==> src/hw/rtl/lkv_pkg.sv <==
// ----------------------------------------------------------------------------
// LRU key-value cache package
// Sizes, operation codes, recency-table commands and shared types.
// ----------------------------------------------------------------------------
package lkv_pkg;

    localparam int ENTRIES = 16;
    localparam int KEY_W   = 32;
    localparam int DATA_W  = 32;
    localparam int IDX_W   = $clog2(ENTRIES);
    localparam int RANK_W  = IDX_W;
    localparam int CNT_W   = $clog2(ENTRIES + 1);
    localparam int CAP_W   = 5;
    localparam int OCC_W   = 5;
    localparam int KIND_W  = 2;
    localparam int CAP_RESET = 16;

    // Request kinds.
    localparam logic [KIND_W-1:0] KIND_INSERT = 2'd0;
    localparam logic [KIND_W-1:0] KIND_SEARCH = 2'd1;
    localparam logic [KIND_W-1:0] KIND_DELETE = 2'd2;

    // Recency table commands.
    localparam int RK_OP_W = 3;
    localparam logic [RK_OP_W-1:0] RK_NONE      = 3'd0;
    localparam logic [RK_OP_W-1:0] RK_TOUCH     = 3'd1;
    localparam logic [RK_OP_W-1:0] RK_REMOVE    = 3'd2;
    localparam logic [RK_OP_W-1:0] RK_ADD       = 3'd3;
    localparam logic [RK_OP_W-1:0] RK_EVICT_ADD = 3'd4;

    typedef struct packed {
        logic [RK_OP_W-1:0] op;
        logic [IDX_W-1:0]   slot;    // slot touched, removed or filled
        logic [IDX_W-1:0]   victim;  // slot evicted, for RK_EVICT_ADD only
    } t_rank_cmd;

    typedef struct packed {
        logic              valid;
        logic [RANK_W-1:0] rank;
    } t_slot_info;

endpackage

==> src/hw/rtl/lkv_req_if.sv <==
// ----------------------------------------------------------------------------
// LRU key-value cache request channel
// Valid/ready channel carrying one operation request.
// ----------------------------------------------------------------------------
interface lkv_req_if;
    logic                        valid;
    logic                        ready;
    logic [lkv_pkg::KIND_W-1:0]  kind;
    logic [lkv_pkg::KEY_W-1:0]   key;
    logic [lkv_pkg::DATA_W-1:0]  value;

    modport source (output valid, kind, key, value, input ready);
    modport sink   (input valid, kind, key, value, output ready);
endinterface

==> src/hw/rtl/lkv_rsp_if.sv <==
// ----------------------------------------------------------------------------
// LRU key-value cache response channel
// Valid/ready channel carrying the result of one request.
// ----------------------------------------------------------------------------
interface lkv_rsp_if;
    logic                        valid;
    logic                        ready;
    logic                        found;
    logic [lkv_pkg::DATA_W-1:0]  data_out;
    logic                        evicted;
    logic [lkv_pkg::KEY_W-1:0]   evicted_key;
    logic [lkv_pkg::OCC_W-1:0]   occupancy;

    modport source (output valid, found, data_out, evicted, evicted_key, occupancy,
                    input ready);
    modport sink   (input valid, found, data_out, evicted, evicted_key, occupancy,
                    output ready);
endinterface

==> src/hw/rtl/lkv_cfg_if.sv <==
// ----------------------------------------------------------------------------
// LRU key-value cache configuration channel
// Valid/ready write channel for the capacity register.
// ----------------------------------------------------------------------------
interface lkv_cfg_if;
    logic                       valid;
    logic                       ready;
    logic [lkv_pkg::CAP_W-1:0]  capacity;

    modport source (output valid, capacity, input ready);
    modport sink   (input valid, capacity, output ready);
endinterface

==> src/hw/rtl/lru_key_value_cache.sv <==
// ----------------------------------------------------------------------------
// LRU key-value cache
// Key-to-data store kept in least-recently-used order, with a settable
// capacity, searched by one shared key comparator under a small sequencer.
// ----------------------------------------------------------------------------
//
//  Channel   Dir   Carries                                          Accepted when
//  i_req     in    kind, key, value                                 valid && ready
//  o_rsp     out   found, data_out, evicted, evicted_key, occupancy valid && ready
//  i_cfg     in    capacity                                         valid && ready
//
// From acceptance, one comparator walks the key store one entry a cycle
// through its registered read port, and the commit state then commits the
// store and recency updates and registers the response. A new request is
// taken once the previous one has committed, even while its response still
// waits in the output register.
// Reset is synchronous and active low; it empties the store and sets the
// capacity to 16. A stalled response holds the sequencer in its commit cycle.
//
module lru_key_value_cache (
    input  logic        i_clk,
    input  logic        i_rst_n,
    lkv_req_if.sink     i_req,
    lkv_rsp_if.source   o_rsp,
    lkv_cfg_if.sink     i_cfg
);

    // Sequencer states.
    localparam logic [1:0] S_IDLE = 2'd0;
    localparam logic [1:0] S_SCAN = 2'd1;
    localparam logic [1:0] S_DONE = 2'd2;

    logic [1:0]                   r_state;
    logic [lkv_pkg::IDX_W:0]      r_idx;       // next entry to read from the store
    logic                         r_chk;       // read data of r_chk_idx is present
    logic [lkv_pkg::IDX_W-1:0]    r_chk_idx;

    // The request being served.
    logic [lkv_pkg::KIND_W-1:0]   r_kind;
    logic [lkv_pkg::KEY_W-1:0]    r_key;
    logic [lkv_pkg::DATA_W-1:0]   r_value;

    // What the scan has found so far.
    logic                         r_hit;
    logic [lkv_pkg::IDX_W-1:0]    r_hit_slot;
    logic [lkv_pkg::DATA_W-1:0]   r_hit_data;
    logic                         r_lru;
    logic [lkv_pkg::IDX_W-1:0]    r_lru_slot;
    logic [lkv_pkg::KEY_W-1:0]    r_lru_key;
    logic                         r_free;
    logic [lkv_pkg::IDX_W-1:0]    r_free_slot;

    logic [lkv_pkg::CAP_W-1:0]    r_cap;

    // Output register.
    logic                         r_out_valid;
    logic                         r_found;
    logic [lkv_pkg::DATA_W-1:0]   r_dout;
    logic                         r_ev;
    logic [lkv_pkg::KEY_W-1:0]    r_evkey;
    logic [lkv_pkg::OCC_W-1:0]    r_occ;

    logic                         req_acc;
    logic                         out_free;
    logic                         commit;

    logic [lkv_pkg::KEY_W-1:0]    rd_key;
    logic [lkv_pkg::DATA_W-1:0]   rd_data;
    lkv_pkg::t_slot_info          info;
    logic [lkv_pkg::CNT_W-1:0]    count;

    logic                         key_eq;
    logic [lkv_pkg::CNT_W-1:0]    eff_cap;
    logic [lkv_pkg::IDX_W-1:0]    ins_slot;

    lkv_pkg::t_rank_cmd           cmd;
    logic                         we;
    logic [lkv_pkg::IDX_W-1:0]    wr_addr;
    logic                         n_found;
    logic [lkv_pkg::DATA_W-1:0]   n_dout;
    logic                         n_ev;
    logic [lkv_pkg::KEY_W-1:0]    n_evkey;
    logic [lkv_pkg::CNT_W-1:0]    n_occ;

    assign i_req.ready = (r_state == S_IDLE);
    assign i_cfg.ready = 1'b1;
    assign req_acc     = i_req.valid && i_req.ready;
    assign out_free    = !r_out_valid || o_rsp.ready;
    assign commit      = (r_state == S_DONE) && out_free;

    lkv_store u_store (
        .i_clk     (i_clk),
        .i_we      (we),
        .i_wr_addr (wr_addr),
        .i_wr_key  (r_key),
        .i_wr_data (r_value),
        .i_rd_addr (r_idx[lkv_pkg::IDX_W-1:0]),
        .o_rd_key  (rd_key),
        .o_rd_data (rd_data)
    );

    lkv_rank u_rank (
        .i_clk    (i_clk),
        .i_rst_n  (i_rst_n),
        .i_cmd    (cmd),
        .i_rd_idx (r_chk_idx),
        .o_info   (info),
        .o_count  (count)
    );

    // The one shared key comparator.
    assign key_eq = (rd_key == r_key);

    // A capacity of zero acts as one, and one above the store size as the size.
    always_comb begin
        if (r_cap == '0) begin
            eff_cap = lkv_pkg::CNT_W'(1);
        end else if (int'(r_cap) > lkv_pkg::ENTRIES) begin
            eff_cap = lkv_pkg::CNT_W'(lkv_pkg::ENTRIES);
        end else begin
            eff_cap = lkv_pkg::CNT_W'(r_cap);
        end
    end

    // After an eviction the victim's slot is free too; the lowest free slot wins.
    assign ins_slot = (r_free && (r_free_slot < r_lru_slot)) ? r_free_slot : r_lru_slot;

    // Decisions of the commit cycle.
    always_comb begin
        cmd.op     = lkv_pkg::RK_NONE;
        cmd.slot   = r_hit_slot;
        cmd.victim = r_lru_slot;
        we         = 1'b0;
        wr_addr    = r_hit_slot;
        n_found    = 1'b0;
        n_dout     = '0;
        n_ev       = 1'b0;
        n_evkey    = '0;
        n_occ      = count;

        case (r_kind)
            lkv_pkg::KIND_INSERT: begin
                if (r_hit) begin
                    // Update in place: new data, entry becomes the most recent.
                    n_found = 1'b1;
                    we      = 1'b1;
                    cmd.op  = lkv_pkg::RK_TOUCH;
                end else if ((count >= eff_cap) && r_lru) begin
                    // Full: the least recent entry makes room for the new key.
                    n_ev     = 1'b1;
                    n_evkey  = r_lru_key;
                    we       = 1'b1;
                    wr_addr  = ins_slot;
                    cmd.op   = lkv_pkg::RK_EVICT_ADD;
                    cmd.slot = ins_slot;
                end else begin
                    we       = 1'b1;
                    wr_addr  = r_free_slot;
                    cmd.op   = lkv_pkg::RK_ADD;
                    cmd.slot = r_free_slot;
                    n_occ    = count + 1'b1;
                end
            end
            lkv_pkg::KIND_SEARCH: begin
                if (r_hit) begin
                    n_found = 1'b1;
                    n_dout  = r_hit_data;
                    cmd.op  = lkv_pkg::RK_TOUCH;
                end
            end
            lkv_pkg::KIND_DELETE: begin
                if (r_hit) begin
                    n_found = 1'b1;
                    n_dout  = r_hit_data;
                    cmd.op  = lkv_pkg::RK_REMOVE;
                    n_occ   = count - 1'b1;
                end
            end
            default: begin
                // Unknown kind: nothing changes, occupancy is reported as is.
            end
        endcase

        if (!commit) begin
            cmd.op = lkv_pkg::RK_NONE;
            we     = 1'b0;
        end
    end

    // Sequencer and scan bookkeeping.
    always_ff @(posedge i_clk) begin
        if (!i_rst_n) begin
            r_state <= S_IDLE;
            r_chk   <= 1'b0;
            r_cap   <= lkv_pkg::CAP_W'(lkv_pkg::CAP_RESET);
        end else begin
            if (i_cfg.valid) begin
                r_cap <= i_cfg.capacity;
            end
            case (r_state)
                S_IDLE: begin
                    if (req_acc) begin
                        r_state <= S_SCAN;
                        r_chk   <= 1'b0;
                    end
                end
                S_SCAN: begin
                    r_chk <= (r_idx < (lkv_pkg::IDX_W + 1)'(lkv_pkg::ENTRIES));
                    if (r_chk && (r_chk_idx == lkv_pkg::IDX_W'(lkv_pkg::ENTRIES - 1))) begin
                        r_state <= S_DONE;
                    end
                end
                S_DONE: begin
                    if (out_free) begin
                        r_state <= S_IDLE;
                    end
                end
                default: begin
                    r_state <= S_IDLE;
                end
            endcase
        end
    end

    // Scan datapath: the request, the read pointer and the findings.
    always_ff @(posedge i_clk) begin
        if (req_acc) begin
            r_kind  <= i_req.kind;
            r_key   <= i_req.key;
            r_value <= i_req.value;
            r_idx   <= '0;
            r_hit   <= 1'b0;
            r_lru   <= 1'b0;
            r_free  <= 1'b0;
        end else if (r_state == S_SCAN) begin
            r_idx     <= r_idx + 1'b1;
            r_chk_idx <= r_idx[lkv_pkg::IDX_W-1:0];
            if (r_chk) begin
                if (info.valid && key_eq && !r_hit) begin
                    r_hit      <= 1'b1;
                    r_hit_slot <= r_chk_idx;
                    r_hit_data <= rd_data;
                end
                if (info.valid && (info.rank == '0) && !r_lru) begin
                    r_lru      <= 1'b1;
                    r_lru_slot <= r_chk_idx;
                    r_lru_key  <= rd_key;
                end
                if (!info.valid && !r_free) begin
                    r_free      <= 1'b1;
                    r_free_slot <= r_chk_idx;
                end
            end
        end
    end

    // Output register.
    always_ff @(posedge i_clk) begin
        if (!i_rst_n) begin
            r_out_valid <= 1'b0;
        end else if (commit) begin
            r_out_valid <= 1'b1;
        end else if (o_rsp.ready) begin
            r_out_valid <= 1'b0;
        end
    end

    always_ff @(posedge i_clk) begin
        if (commit) begin
            r_found <= n_found;
            r_dout  <= n_dout;
            r_ev    <= n_ev;
            r_evkey <= n_evkey;
            r_occ   <= lkv_pkg::OCC_W'(n_occ);
        end
    end

    assign o_rsp.valid       = r_out_valid;
    assign o_rsp.found       = r_found;
    assign o_rsp.data_out    = r_dout;
    assign o_rsp.evicted     = r_ev;
    assign o_rsp.evicted_key = r_evkey;
    assign o_rsp.occupancy   = r_occ;

endmodule

==> src/hw/rtl/lkv_store.sv <==
// ----------------------------------------------------------------------------
// LRU key-value cache entry store
// Key and data memory with one write port and one registered read port.
// ----------------------------------------------------------------------------
module lkv_store (
    input  logic                        i_clk,
    input  logic                        i_we,
    input  logic [lkv_pkg::IDX_W-1:0]   i_wr_addr,
    input  logic [lkv_pkg::KEY_W-1:0]   i_wr_key,
    input  logic [lkv_pkg::DATA_W-1:0]  i_wr_data,
    input  logic [lkv_pkg::IDX_W-1:0]   i_rd_addr,
    output logic [lkv_pkg::KEY_W-1:0]   o_rd_key,
    output logic [lkv_pkg::DATA_W-1:0]  o_rd_data
);

    logic [lkv_pkg::KEY_W-1:0]  r_key_mem  [lkv_pkg::ENTRIES];
    logic [lkv_pkg::DATA_W-1:0] r_data_mem [lkv_pkg::ENTRIES];
    logic [lkv_pkg::KEY_W-1:0]  r_rd_key;
    logic [lkv_pkg::DATA_W-1:0] r_rd_data;

    always_ff @(posedge i_clk) begin
        if (i_we) begin
            r_key_mem[i_wr_addr]  <= i_wr_key;
            r_data_mem[i_wr_addr] <= i_wr_data;
        end
    end

    always_ff @(posedge i_clk) begin
        r_rd_key  <= r_key_mem[i_rd_addr];
        r_rd_data <= r_data_mem[i_rd_addr];
    end

    assign o_rd_key  = r_rd_key;
    assign o_rd_data = r_rd_data;

endmodule

==> src/hw/rtl/lkv_rank.sv <==
// ----------------------------------------------------------------------------
// LRU key-value cache recency table
// Valid bits, recency ranks and entry count, updated by one command a cycle.
// ----------------------------------------------------------------------------
module lkv_rank (
    input  logic                        i_clk,
    input  logic                        i_rst_n,
    input  lkv_pkg::t_rank_cmd          i_cmd,
    input  logic [lkv_pkg::IDX_W-1:0]   i_rd_idx,
    output lkv_pkg::t_slot_info         o_info,
    output logic [lkv_pkg::CNT_W-1:0]   o_count
);

    logic [lkv_pkg::ENTRIES-1:0] r_valid, n_valid;
    logic [lkv_pkg::RANK_W-1:0]  r_rank [lkv_pkg::ENTRIES];
    logic [lkv_pkg::RANK_W-1:0]  n_rank [lkv_pkg::ENTRIES];
    logic [lkv_pkg::CNT_W-1:0]   r_count, n_count;

    logic [lkv_pkg::IDX_W-1:0]   rem_slot;
    logic [lkv_pkg::RANK_W-1:0]  rem_rank;
    logic                        do_unlink;

    always_comb begin
        n_valid = r_valid;
        n_rank  = r_rank;
        n_count = r_count;

        // The slot leaving its place in the order: the victim on an eviction.
        rem_slot  = (i_cmd.op == lkv_pkg::RK_EVICT_ADD) ? i_cmd.victim : i_cmd.slot;
        rem_rank  = r_rank[rem_slot];
        do_unlink = (i_cmd.op == lkv_pkg::RK_TOUCH) || (i_cmd.op == lkv_pkg::RK_REMOVE) ||
                    (i_cmd.op == lkv_pkg::RK_EVICT_ADD);

        // Every more recent entry moves down by one rank.
        for (int i = 0; i < lkv_pkg::ENTRIES; i++) begin
            if (do_unlink && r_valid[i] && (lkv_pkg::IDX_W'(i) != rem_slot) &&
                (r_rank[i] > rem_rank)) begin
                n_rank[i] = r_rank[i] - 1'b1;
            end
        end

        case (i_cmd.op)
            lkv_pkg::RK_TOUCH: begin
                n_rank[i_cmd.slot] = lkv_pkg::RANK_W'(r_count - 1'b1);
            end
            lkv_pkg::RK_REMOVE: begin
                n_valid[i_cmd.slot] = 1'b0;
                n_count             = r_count - 1'b1;
            end
            lkv_pkg::RK_ADD: begin
                n_valid[i_cmd.slot] = 1'b1;
                n_rank[i_cmd.slot]  = lkv_pkg::RANK_W'(r_count);
                n_count             = r_count + 1'b1;
            end
            lkv_pkg::RK_EVICT_ADD: begin
                n_valid[i_cmd.victim] = 1'b0;
                n_valid[i_cmd.slot]   = 1'b1;
                n_rank[i_cmd.slot]    = lkv_pkg::RANK_W'(r_count - 1'b1);
            end
            default: begin
            end
        endcase
    end

    always_ff @(posedge i_clk) begin
        if (!i_rst_n) begin
            r_valid <= '0;
            r_count <= '0;
        end else begin
            r_valid <= n_valid;
            r_count <= n_count;
        end
    end

    always_ff @(posedge i_clk) begin
        r_rank <= n_rank;
    end

    assign o_info.valid = r_valid[i_rd_idx];
    assign o_info.rank  = r_rank[i_rd_idx];
    assign o_count      = r_count;

endmodule

==> src/flat_wrapper.sv <==
// flat-port wrapper written by rule: the top's interface ports become plain ports
module lru_key_value_cache_flat 
  (i_clk, i_rst_n, i_req_valid, i_req_kind, i_req_key, i_req_value, i_req_ready, o_rsp_valid, o_rsp_found, o_rsp_data_out, o_rsp_evicted, o_rsp_evicted_key, o_rsp_occupancy, o_rsp_ready, i_cfg_valid, i_cfg_capacity, i_cfg_ready);
  lkv_req_if i_req_i ();
  lkv_rsp_if o_rsp_i ();
  lkv_cfg_if i_cfg_i ();
  input  logic i_clk;
  input  logic i_rst_n;
  input wire logic [$bits(i_req_i.valid)-1:0] i_req_valid;
  input wire logic [$bits(i_req_i.kind)-1:0] i_req_kind;
  input wire logic [$bits(i_req_i.key)-1:0] i_req_key;
  input wire logic [$bits(i_req_i.value)-1:0] i_req_value;
  output wire logic [$bits(i_req_i.ready)-1:0] i_req_ready;
  output wire logic [$bits(o_rsp_i.valid)-1:0] o_rsp_valid;
  output wire logic [$bits(o_rsp_i.found)-1:0] o_rsp_found;
  output wire logic [$bits(o_rsp_i.data_out)-1:0] o_rsp_data_out;
  output wire logic [$bits(o_rsp_i.evicted)-1:0] o_rsp_evicted;
  output wire logic [$bits(o_rsp_i.evicted_key)-1:0] o_rsp_evicted_key;
  output wire logic [$bits(o_rsp_i.occupancy)-1:0] o_rsp_occupancy;
  input wire logic [$bits(o_rsp_i.ready)-1:0] o_rsp_ready;
  input wire logic [$bits(i_cfg_i.valid)-1:0] i_cfg_valid;
  input wire logic [$bits(i_cfg_i.capacity)-1:0] i_cfg_capacity;
  output wire logic [$bits(i_cfg_i.ready)-1:0] i_cfg_ready;
  assign i_req_i.valid = i_req_valid;
  assign i_req_i.kind = i_req_kind;
  assign i_req_i.key = i_req_key;
  assign i_req_i.value = i_req_value;
  assign i_req_ready = i_req_i.ready;
  assign o_rsp_valid = o_rsp_i.valid;
  assign o_rsp_found = o_rsp_i.found;
  assign o_rsp_data_out = o_rsp_i.data_out;
  assign o_rsp_evicted = o_rsp_i.evicted;
  assign o_rsp_evicted_key = o_rsp_i.evicted_key;
  assign o_rsp_occupancy = o_rsp_i.occupancy;
  assign o_rsp_i.ready = o_rsp_ready;
  assign i_cfg_i.valid = i_cfg_valid;
  assign i_cfg_i.capacity = i_cfg_capacity;
  assign i_cfg_ready = i_cfg_i.ready;
  lru_key_value_cache u_core (.i_clk(i_clk), .i_rst_n(i_rst_n), .i_req(i_req_i), .o_rsp(o_rsp_i), .i_cfg(i_cfg_i));
endmodule
==> config.mk <==
export PLATFORM = sky130hd
export DESIGN_NAME = lru_key_value_cache_flat
export DESIGN_NICKNAME = d
export VERILOG_FILES = /design/src/hw/rtl/lkv_pkg.sv /design/src/hw/rtl/lkv_req_if.sv /design/src/hw/rtl/lkv_rsp_if.sv /design/src/hw/rtl/lkv_cfg_if.sv /design/src/hw/rtl/lru_key_value_cache.sv /design/src/hw/rtl/lkv_store.sv /design/src/hw/rtl/lkv_rank.sv /design/src/flat_wrapper.sv
export SDC_FILE = /design/constraint.sdc
export NUM_CORES = 2
export LEC_CHECK = 0
export BUFFER_PORTS_ARGS = -buffer_cell sky130_fd_sc_hd__buf_2
export CAP_MARGIN = 15
export CORE_MARGIN = 8
export CORE_UTILIZATION = 30
export DETAILED_ROUTE_END_ITERATION = 7
export PLACE_DENSITY = 0.51
export SYNTH_ARGS = -nofsm -noshare
export SYNTH_HDL_FRONTEND = slang
export SYNTH_SLANG_ARGS = --single-unit
==> constraint.sdc <==
create_clock -name i_clk -period 9 [get_ports i_clk]
set_input_delay 0.45 -clock i_clk [delete_from_list [all_inputs] [get_ports i_clk]]
set_output_delay 0.45 -clock i_clk [all_outputs]
set_load 0.05 [all_outputs]
==> results.txt <==
internal power: 11.2 mW
Syn-to-layout area delta: 17.2%
initial core utilization: 30.1%
post-layout min period: 6.87 ns
Seq/Total Area, Yosys: 73.1%
fraction of layout cells with a size suffix above 1: 24.6%
Hold Path Class: in -> reg
clock buffer depth: 3
IO Pins: 150
Resize count post-CTS: 0
Starting DRT DRC Count: 2148
Worst VDD drop: 0.160 mV
DP Wirelength: 82.8 mm
Max Slew Vio Count: 0
DR DRC count: 0
quantity of I/O buffers inserted on ports: 148
outcome: finished clean
number of antenna violations at the first check in global routing: 7
cells taking the most area after synthesis: edfxtp_1 67%, mux4_2 13%, dfxtp_1 6.0%
Pre-antenna DRT Iters: 8
htree depth: 4
critical-path cell list: inv_1 -> ha_1 -> and2b_1 -> nand4_1 -> o22ai_4 -> buf_4 -> nand2_2 -> o211ai_2 -> buf_4 -> nand2_1 -> a21oi_1 -> a32oi_1 -> o2111ai_1 -> buf_4 -> ha_1 -> nand3_1 -> o22ai_1 -> nor2_1 -> nor3_1 -> a21boi_0 -> mux2_2 -> o22ai_1
top cell type's share of synthesized area: 67.1%
Finish-stage setup viols: 0
highest-delay cell along the critical path: and2b_1
Synth Area in XOR/XNOR: 1.34%
Site Rows: 158
Max Clock Freq: 0.146 GHz
DP Worst Slack: 2.16 ns
Non-Filler Instances: 5814
Slew headroom: 25.2%
largest family of logic cells by synthesized area: multiplexers
grt ovf: 0
synth warn: 0
instance count of the mapped netlist: 2903
Crit. End Element: flop
Root Driver: clkbuf_16
Unique masters post-synth: 87
CTS tree: yes
Net Switching: 3.27 mW
first-pass GRT wire length: 214 mm
crit path DAT: 7.59 ns
Final Hold Vio Count: 0
Simple-Gate Fraction of Synth Area: 3.99%
Mapped Area: 55500 µm²
sequential cell fraction of total power: 51.1%
#FFs+latches synth: 1407
Setup Skew: 0.0342 ns
biggest area consumer among synthesized cells: edfxtp_1
clock share of power: 41.6%
Layout fillers: 17300
Post-DRT Antenna Nets: 0
Via density: 4.91
Critical Path Start Type: flop
die area: 199000 µm²
Synth Area in Adders: 2.14%
area of the multi-input gates: 14300 µm²
Via Count: 28500
main flop type after synthesis: edfxtp_1
crit path kind: reg -> reg
total CTS buffers: 148
clock slew at reported path FFs: 0.06 ns
syn_area_per_cell: 19.1 µm²
final WL: 148 mm
most frequent CP cell: buf_4
Final Worst Setup Slack: 2.13 ns
Cells after DPL: 5466
Mapped Nets: 3074
Synth async-reset ratio: 0%
pin count of the biggest net entering global routing: 102
GRT Util Overall: 14.6%
mux cell area share after synthesis: 13.6%
final net count: 3381
critical path data required time: 9.72 ns
Leak: 20.7 nW
final worst path period share: 76.3%
Die Ht: 446 µm
core area: 185000 µm²
RD Place Congestion: 0.868
EDFF count, synth: 1241
Setup Fix Bufs, Post-CTS: 0
# Max-Cap Violations: 0
clk sink count: 1407
slowest cell delay on critical path: 0.70 ns
compound-cell area share of the yosys netlist: 4.40%
Worst-Margin Slew: 1.12 ns
worst-skew pair later-pin latency: 0.79 ns
CP Max Fanout: 36
Hold-fix buffers, CTS: 73
Util after Layout: 35.2%
combinational share of power: 7.3%
DIE WIDTH: 446 µm
PwrDens: 222 nW/µm²
switching share of power: 22.6%
unrepaired setup endpoints after global routing: false
number of global-route vias before repair: 29900
setup_tns: 0 ns
wire per inst: 25.4 µm
Reg area: 40600 µm²
[layout make-up]
class | instances | share of cell area (%)
flip-flops and latches | 1407 | 62.4
multi-input cells | 1303 | 22.0
clock buffers | 207 | 6.25
well taps | 2480 | 4.77
repair buffers | 287 | 3.06
clock inverters | 65 | 1.10
inverters | 63 | 0.367
diodes | 2 | 0.00769
[critical path, delay by kind of cell (launching register included)]
kind                       cells  cell delay (ns)
buffers and inverters          4             1.31
DFF                            1             0.42
muxes                          1             0.37
and+or+nand+nor                7             2.24
AOI/OAI and AO/OA              8             1.93
adders and majority gates      2             0.52
[placed cells by master (no fill, tap or decap), drive strengths merged, types with 5 or more instances in the layout]
cell type	Yosys	routed
edfxtp	1241	1241
mux4	325	325
buf	38	214
clkbuf	92	207
dfxtp	166	166
nand2	105	105
ha	95	95
nor2	86	86
dlygate4sd3	0	73
o21ai	72	72
inv	61	70
xnor2	53	53
o22ai	53	53
clkinv	2	50
a21oi	47	47
and3	44	44
a211oi	38	38
and2	37	37
xor2	32	32
nor3	30	30
nand4	28	28
or3	25	25
a21boi	24	24
nor2b	21	21
o211ai	21	21
nand2b	19	19
nand3	18	18
mux2	17	17
o221ai	16	16
nor4	13	13
a31oi	10	10
o31a	8	8
a21o	7	7
mux2i	6	6
bufinv	0	6
a311oi	5	5
a221oi	5	5
[power groups by stage]
stage	clock network (mW)	registers, mW	logic, mW
after floorplan	0	7.41	0.827
after global placement	0	7.51	1.06
after detailed placement	0	7.51	1.06
after CTS	6.17	7.37	1.09
after global routing	6.41	7.38	1.14
final	6.00	7.37	1.06
[per-layer routing]
metal	track usage, %	part of all wire, %	wire (µm)
met2	24.8	50	74200
met5	0	0	0
met3	2.56	4.4	6500
met1	19.0	43	62900
met4	4.34	2.8	4100
[state kept, by name, summed over array words and instances, names as in the netlist, 16 cells and up]
name / cells
u_core.u_rank.r_rank: 64
u_core.r_value: 32
u_core.o_rsp.evicted_key: 32
u_core.u_store.o_rd_data: 32
u_core.r_key: 32
u_core.r_hit_data: 32
u_core.o_rsp.data_out: 32
u_core.u_store.r_key_mem: 512
u_core.r_lru_key: 32
u_core.u_store.o_rd_key: 32
u_core.u_rank.r_valid: 16
u_core.u_store.r_data_mem: 512
[stage by stage]
| step | power (mW) | instance area (µm²) | hold WS [ns] |
|---|---|---|---|
| after floorplan | 8.24 | 55500 | 0.386 |
| after global placement | 8.56 | 59500 | 0.386 |
| after detailed placement | 8.57 | 59500 | 0.389 |
| after CTS | 14.6 | 65000 | 0.0191 |
| after global routing | 14.9 | 65100 | 0.0400 |
| final | 14.4 | 65100 | 0.0749 |
[path summary, 6_finish.rpt]
path | startpoint | endpoint | slack [ns] | cells after the start
max | u_core.r_kind[0] | u_core.u_rank.r_rank[1] | 2.13 | 22
min | i_cfg_valid | u_core.r_cap[0] | 0.07 | 3
max reg2reg | u_core.r_kind[0] | u_core.u_rank.r_rank[1] | 2.13 | 22
min reg2reg | u_core.u_store.o_rd_data[7] | u_core.r_hit_data[7] | 0.40 | 0
[kinds of logic (layout without fill, tap and decap cells)]
logic type | after synthesis | count (layout)
multiplexers | 348 | 348
adder cells (fa/ha/maj) | 95 | 95
AO/OA/AOI/OAI | 343 | 343
other | 1 | 3
buffers and inverters | 193 | 622
XOR/XNOR | 85 | 85
AND/OR/NAND/NOR | 431 | 431
flip-flops | 1407 | 1407
[cell usage after synthesis, drive strengths merged, types with 4 or more instances]
master  number
nand2      105
and3        44
dfxtp      166
a221oi       5
o22ai       53
nor4        13
o21a         4
mux2i        6
clkbuf      92
a31o         4
o221ai      16
nand4       28
mux2        17
o31ai        4
xor2        32
nand3       18
edfxtp    1241
a21oi       47
a21o         7
o21ai       72
xnor2       53
a31oi       10
o211ai      21
nand2b      19
and2        37
o31a         8
ha          95
or3         25
a21boi      24
a211oi      38
nor2        86
nor3        30
buf         38
inv         61
nor2b       21
mux4       325
a311oi       5
(Power assumes the default switching activity.)
